--- config.mk ---
export PLATFORM = sky130hd
export DESIGN_NAME = rrc_ctrl
export DESIGN_NICKNAME = d
export VERILOG_FILES = /design/src/rtl/rrc_pkg.sv /design/src/rtl/rrc_ctrl.sv
export SDC_FILE = /design/constraint.sdc
export NUM_CORES = 1
export LEC_CHECK = 0
export ABC_CLOCK_PERIOD_IN_PS = 2100
export BUFFER_PORTS_ARGS = -buffer_cell sky130_fd_sc_hd__buf_2
export CAP_MARGIN = 20
export CORE_AREA = 2 2 39 41
export DETAILED_ROUTE_END_ITERATION = 7
export DIE_AREA = 0 0 41 43
export MAX_ROUTING_LAYER = met4
export PLACE_DENSITY_LB_ADDON = 0.1
export SYNTH_ARGS = -nofsm -noshare
export SYNTH_HDL_FRONTEND = slang
export SYNTH_SLANG_ARGS = --single-unit
--- constraint.sdc ---
create_clock -name aclk -period 2.1 [get_ports aclk]
set_input_delay 0.42 -clock aclk [delete_from_list [all_inputs] [get_ports aclk]]
set_output_delay 0.42 -clock aclk [all_outputs]
set_load 0.005 [all_outputs]
--- src/rtl/rrc_pkg.sv ---
`timescale 1ns / 1ps

package rrc_pkg;

    localparam int MAX_SIDE  = 512;
    localparam int FRAC_BITS = 8;

    localparam int COL_W   = $clog2(MAX_SIDE);
    localparam int SIDE_W  = 10;
    localparam int ADDR_W  = 2 * COL_W;
    localparam int DEPTH   = MAX_SIDE * MAX_SIDE;
    localparam int COORD_W = 20;
    localparam int CW      = 22;
    localparam int CHAR_W  = 8;

    localparam logic [1:0] ACT_CLEAR = 2'd0;
    localparam logic [1:0] ACT_DRAW  = 2'd1;
    localparam logic [1:0] ACT_READ  = 2'd2;

    localparam logic [1:0] STS_OK       = 2'd0;
    localparam logic [1:0] STS_BAD_RECT = 2'd1;
    localparam logic [1:0] STS_OUTSIDE  = 2'd2;

    localparam logic [1:0] CFG_WIDTH  = 2'd0;
    localparam logic [1:0] CFG_HEIGHT = 2'd1;
    localparam logic [1:0] CFG_BG     = 2'd2;

    localparam logic [7:0] KIND_OUTLINE = 8'h72;
    localparam logic [7:0] KIND_FILLED  = 8'h52;

    localparam logic signed [CW-1:0] ONE = CW'(1) <<< FRAC_BITS;

    typedef struct packed {
        logic load_item;
        logic read_issue;
        logic sweep_step;
        logic load_result;
    } rrc_cmd_t;

    typedef struct packed {
        logic needs_sweep;
        logic sweep_last;
    } rrc_sts_t;

    function automatic logic [SIDE_W-1:0] side_in_use(input logic [SIDE_W-1:0] v);
        logic [SIDE_W-1:0] r;
        if (v == '0) begin
            r = SIDE_W'(1);
        end else if (v > SIDE_W'(MAX_SIDE)) begin
            r = SIDE_W'(MAX_SIDE);
        end else begin
            r = v;
        end
        return r;
    endfunction

endpackage

--- src/rtl/rrc_ctrl.sv ---
`timescale 1ns / 1ps

module rrc_ctrl (
    input  logic              aclk,
    input  logic              aresetn,
    input  logic              s_valid,
    output logic              s_ready,
    output logic              m_valid,
    input  logic              m_ready,
    input  rrc_pkg::rrc_sts_t sts,
    output rrc_pkg::rrc_cmd_t cmd
);
    import rrc_pkg::*;

    typedef enum logic [3:0] {
        ST_IDLE     = 4'b0001,
        ST_DISPATCH = 4'b0010,
        ST_SWEEP    = 4'b0100,
        ST_DONE     = 4'b1000
    } state_t;

    state_t state_reg, state_next;
    logic   m_valid_reg, m_valid_next;
    logic   out_free;

    assign out_free = !m_valid_reg || m_ready;
    assign s_ready  = (state_reg == ST_IDLE);
    assign m_valid  = m_valid_reg;

    always_comb begin
        state_next = state_reg;
        cmd        = '0;
        case (state_reg)
            ST_IDLE: begin
                if (s_valid) begin
                    cmd.load_item = 1'b1;
                    state_next    = ST_DISPATCH;
                end
            end
            ST_DISPATCH: begin
                cmd.read_issue = 1'b1;
                state_next     = sts.needs_sweep ? ST_SWEEP : ST_DONE;
            end
            ST_SWEEP: begin
                cmd.sweep_step = 1'b1;
                if (sts.sweep_last) begin
                    state_next = ST_DONE;
                end
            end
            ST_DONE: begin
                if (out_free) begin
                    cmd.load_result = 1'b1;
                    state_next      = ST_IDLE;
                end
            end
            default: begin
                state_next = ST_IDLE;
            end
        endcase
    end

    always_comb begin
        m_valid_next = m_valid_reg;
        if (cmd.load_result) begin
            m_valid_next = 1'b1;
        end else if (m_ready) begin
            m_valid_next = 1'b0;
        end
    end

    always_ff @(posedge aclk) begin
        if (!aresetn) begin
            state_reg   <= ST_IDLE;
            m_valid_reg <= 1'b0;
        end else begin
            state_reg   <= state_next;
            m_valid_reg <= m_valid_next;
        end
    end

    a_accept_dispatch: assert property (@(posedge aclk) disable iff (!aresetn)
        (s_valid && s_ready) |=> (state_reg == ST_DISPATCH))
        else $error("accepted request did not reach dispatch");

    a_sweep_holds: assert property (@(posedge aclk) disable iff (!aresetn)
        (state_reg == ST_SWEEP && !sts.sweep_last) |=> (state_reg == ST_SWEEP))
        else $error("sweep left before last pixel");

    a_result_shown: assert property (@(posedge aclk) disable iff (!aresetn)
        (state_reg == ST_DONE && out_free) |=> m_valid_reg)
        else $error("result not presented");

endmodule

==> out/summary.txt <==
Post-Layout Inst Area -> 397 um2
Cell area reported after detailed placement -> 370 um2
Synth top area cells -> dfxtp_1, nor3b_1, or3b_1
Run status -> completed
Share of power burned in combinational logic -> 16.1%
Sequential cell fraction of total power -> 41.9%
Time the final worst path needs with I/O delays and setup -> 1.88 ns
Fraction of synthesis flops using an asynchronous set or reset pin -> 0%
Adder-Cell Fraction of Synth Area -> 0%
WP data required -> 1.68 ns
Pin count of the biggest net entering global routing -> 12
1st-iter DRT viols -> 6
Number of post-CTS setup repair buffers -> 0
Weighted congestion at the end of routability-driven global placement -> 0.756
Number of sinks handled by clock tree synthesis -> 5
Detailed-route DRC error count -> 0
Worst rel slew slack -> 76.4%
Antenna Nets Post-Route -> 0
Hpwl dp -> 537 um
Nets in the synthesized netlist -> 42
Standard cell with the maximum stage delay on the critical path -> dfxtp_1
Fraction of final layout cells with drive strength greater than 1 -> 34.0%
Final max-slew violation count -> 0
Delay contributed by the slowest stage of the critical path -> 0.48 ns
Placement Rows -> 14
Clock tree from TritonCTS -> done
Flip-flop and latch count after synthesis -> 5
Dominant register cell in the synthesized netlist -> dfxtp_1
Synthesized-area fraction occupied by and/or/nand/nor cells -> 40.0%
Number of distinct standard cells referenced by the synthesized netlist -> 24
Arrival time reported for the critical path endpoint -> 1.46 ns
Hold crit path type -> in -> reg
Number of non-filler instances in the completed layout -> 63
Detailed-route wire length -> 707 um
Max FFs per register -> 4
Count of nets after finishing -> 54
Syn-to-layout area delta -> 24.3%
Commonest cells in the synthesized netlist -> dfxtp_1, nor3_1, nor3b_1
PwrDens -> 682 nW/um2
Post-layout power -> 0.000270 W
Overflow left after global routing -> 0
Cell internal power dissipation -> 0.000198 W
PostCTS Resize Cnt -> 0
Clock network power share -> 42.0%
WL per Instance -> 11.2 um
Placement Setup Slack -> 0.478 ns
Critical path cell sequence -> or3b_1 -> nor3_1 -> buf_2
Number of enable-type register cells in the synthesized netlist -> 0
Net switching power figure -> 0.0000720 W
Kind of start point of the critical path -> flop
Number of antenna violations at the first check in global routing -> 0
Post-route clock period utilization -> 89.5%
Global routing usage summed across all routing layers -> 11.3%
Dominant combinational cell family by area after synthesis -> simple AND/OR/NAND/NOR gates
Nature of the critical path endpoint -> output port
Multiplexer share of the synthesized area -> 0%
Per-cell via count in the routed design -> 4.54
Number of buffers created by CTS -> 3
Start-to-end type of the worst setup path -> reg -> out
Area of the core -> 1380 um2
Leakage power figure -> 0.156 nW
Via count of the first global-routing pass -> 270
Cts hold-fix bufs -> 0
Warnings, synthesis -> 0
Mapped Avg Cell Area -> 8.86 um2
Setup skew after layout -> 0.00986 ns
Number of iterations in the first detailed-routing pass -> 4
Vias -> 286
Latest clock arrival within the worst-skew pair -> 0.24 ns
RSZ-0062 raised after global routing -> no
Worst-Margin Slew -> 0.354 ns
Filler Cells Inserted -> 159
H-Tree Level Count -> 1
IO Count -> 12
Setup TNS -> 0 ns
Initial core utilization -> 23.1%
Post-Syn Instances -> 36
Antenna Cells -> 0
Clock slew at reported path FFs -> 0.05 ns
Max-cap check violation count -> 0
Fraction of the mapped netlist area in compound gates -> 17.3%
Parity-gate share of the synthesized area counting xor and xnor cells -> 2.75%
Buffers from clock root to sink, at most -> 2
Switching power as a share of total power -> 26.6%
Post-synth design cell area -> 319 um2
Root buffer selected by CTS -> clkbuf_4
Total Die Area -> 1760 um2
Post-synthesis sequential area ratio -> 31.4%
Vertical die dimension -> 43 um
VDD IR max -> 0.000200 V
Peak Freq -> 0.532 GHz
Number of placed instances, taps included -> 59
Number of setup violations in the final report -> 0
Cell type contributing the most total cell area after synthesis -> dfxtp_1
Die outline width -> 41 um
Worst-path maximum fanout -> 8
Count of input and output buffers -> 11
Most common cell in the netlist -> dfxtp_1
Hold Fails Final Rpt -> 0
First-pass GRT wire length -> 1.26 mm
Final worst-path setup slack -> 0.221 ns
Area fraction of the dominant cell type after synthesis -> 31.4%
layer usage:
layer	GRT usage, %	wire length [um]	vias to the layer above
met1	15.7	331	123
met3	6.28	32	2
li1	-	-	154
met2	12.5	329	7
met4	6.00	13	0
met5	-	0	-
path summary, 6_finish.rpt:
| kind | from | depth (start not counted) | to | slack, ns |
|---|---|---|---|---|
| worst min-delay path | aresetn | 2 | state_reg[0] | 0.41 |
| worst max-delay path | state_reg[3] | 3 | cmd[0] | 0.22 |
| worst max register to register | state_reg[1] | 3 | state_reg[3] | 0.64 |
| worst min register to register | state_reg[3] | 1 | state_reg[2] | 0.63 |
power by group through the flow:
stage	Combinational, W	Sequential, W	Clock [W]
2_1_floorplan	0.0000406	0.000104	0
3_3_place_gp	0.0000452	0.000115	0
3_5_place_dp	0.0000444	0.000115	0
4_1_cts	0.0000446	0.000113	0.000117
5_1_grt	0.0000496	0.000115	0.000122
6_report	0.0000436	0.000113	0.000114
cells in the final DEF (no fill, tap or decap), drive strengths merged:
cell	synthesis	final
nor2b	1	1
xnor2	1	1
nor3	3	3
nor3b	3	3
o22a	1	1
inv	1	1
nand2	1	1
nand2b	2	2
o21a	1	1
and2	1	1
o21ai	1	1
nor2	2	2
or3b	2	2
buf	3	11
o311ai	1	1
and3	1	1
clkbuf	1	4
a32o	1	1
nor4b	2	2
dfxtp	5	5
a2111oi	1	1
nor4	1	1
stage by stage:
step,hold WS (ns),util [%]
2_1_floorplan,0.498,-
3_3_place_gp,0.619,26.8
3_5_place_dp,0.611,26.8
4_1_cts,0.413,28.7
5_1_grt,0.421,28.7
6_report,0.409,28.7
kinds of logic after synthesis:
family,after synthesis
buffers and inverters,5
DFF,5
xor gates and xnor gates,1
AOI/OAI and AO/OA,6
and+or+nand+nor,19
final cells by class:
type / instances / area [um2] / share of cell area, %
well taps: 16 / 20.0 / 5.05
inverters: 1 / 3.75 / 0.946
repair buffers: 11 / 55.1 / 13.9
flip-flops and latches: 5 / 100 / 25.2
multi-input cells: 26 / 191 / 48.3
clock buffers: 4 / 26.3 / 6.62
worst max-delay path: cells and delay by family (launching register included):
kind          cells  cell delay, ns
simple gates      2            0.61
flops             1            0.48
buf+inv           1            0.14
(Power assumes the default switching activity.)
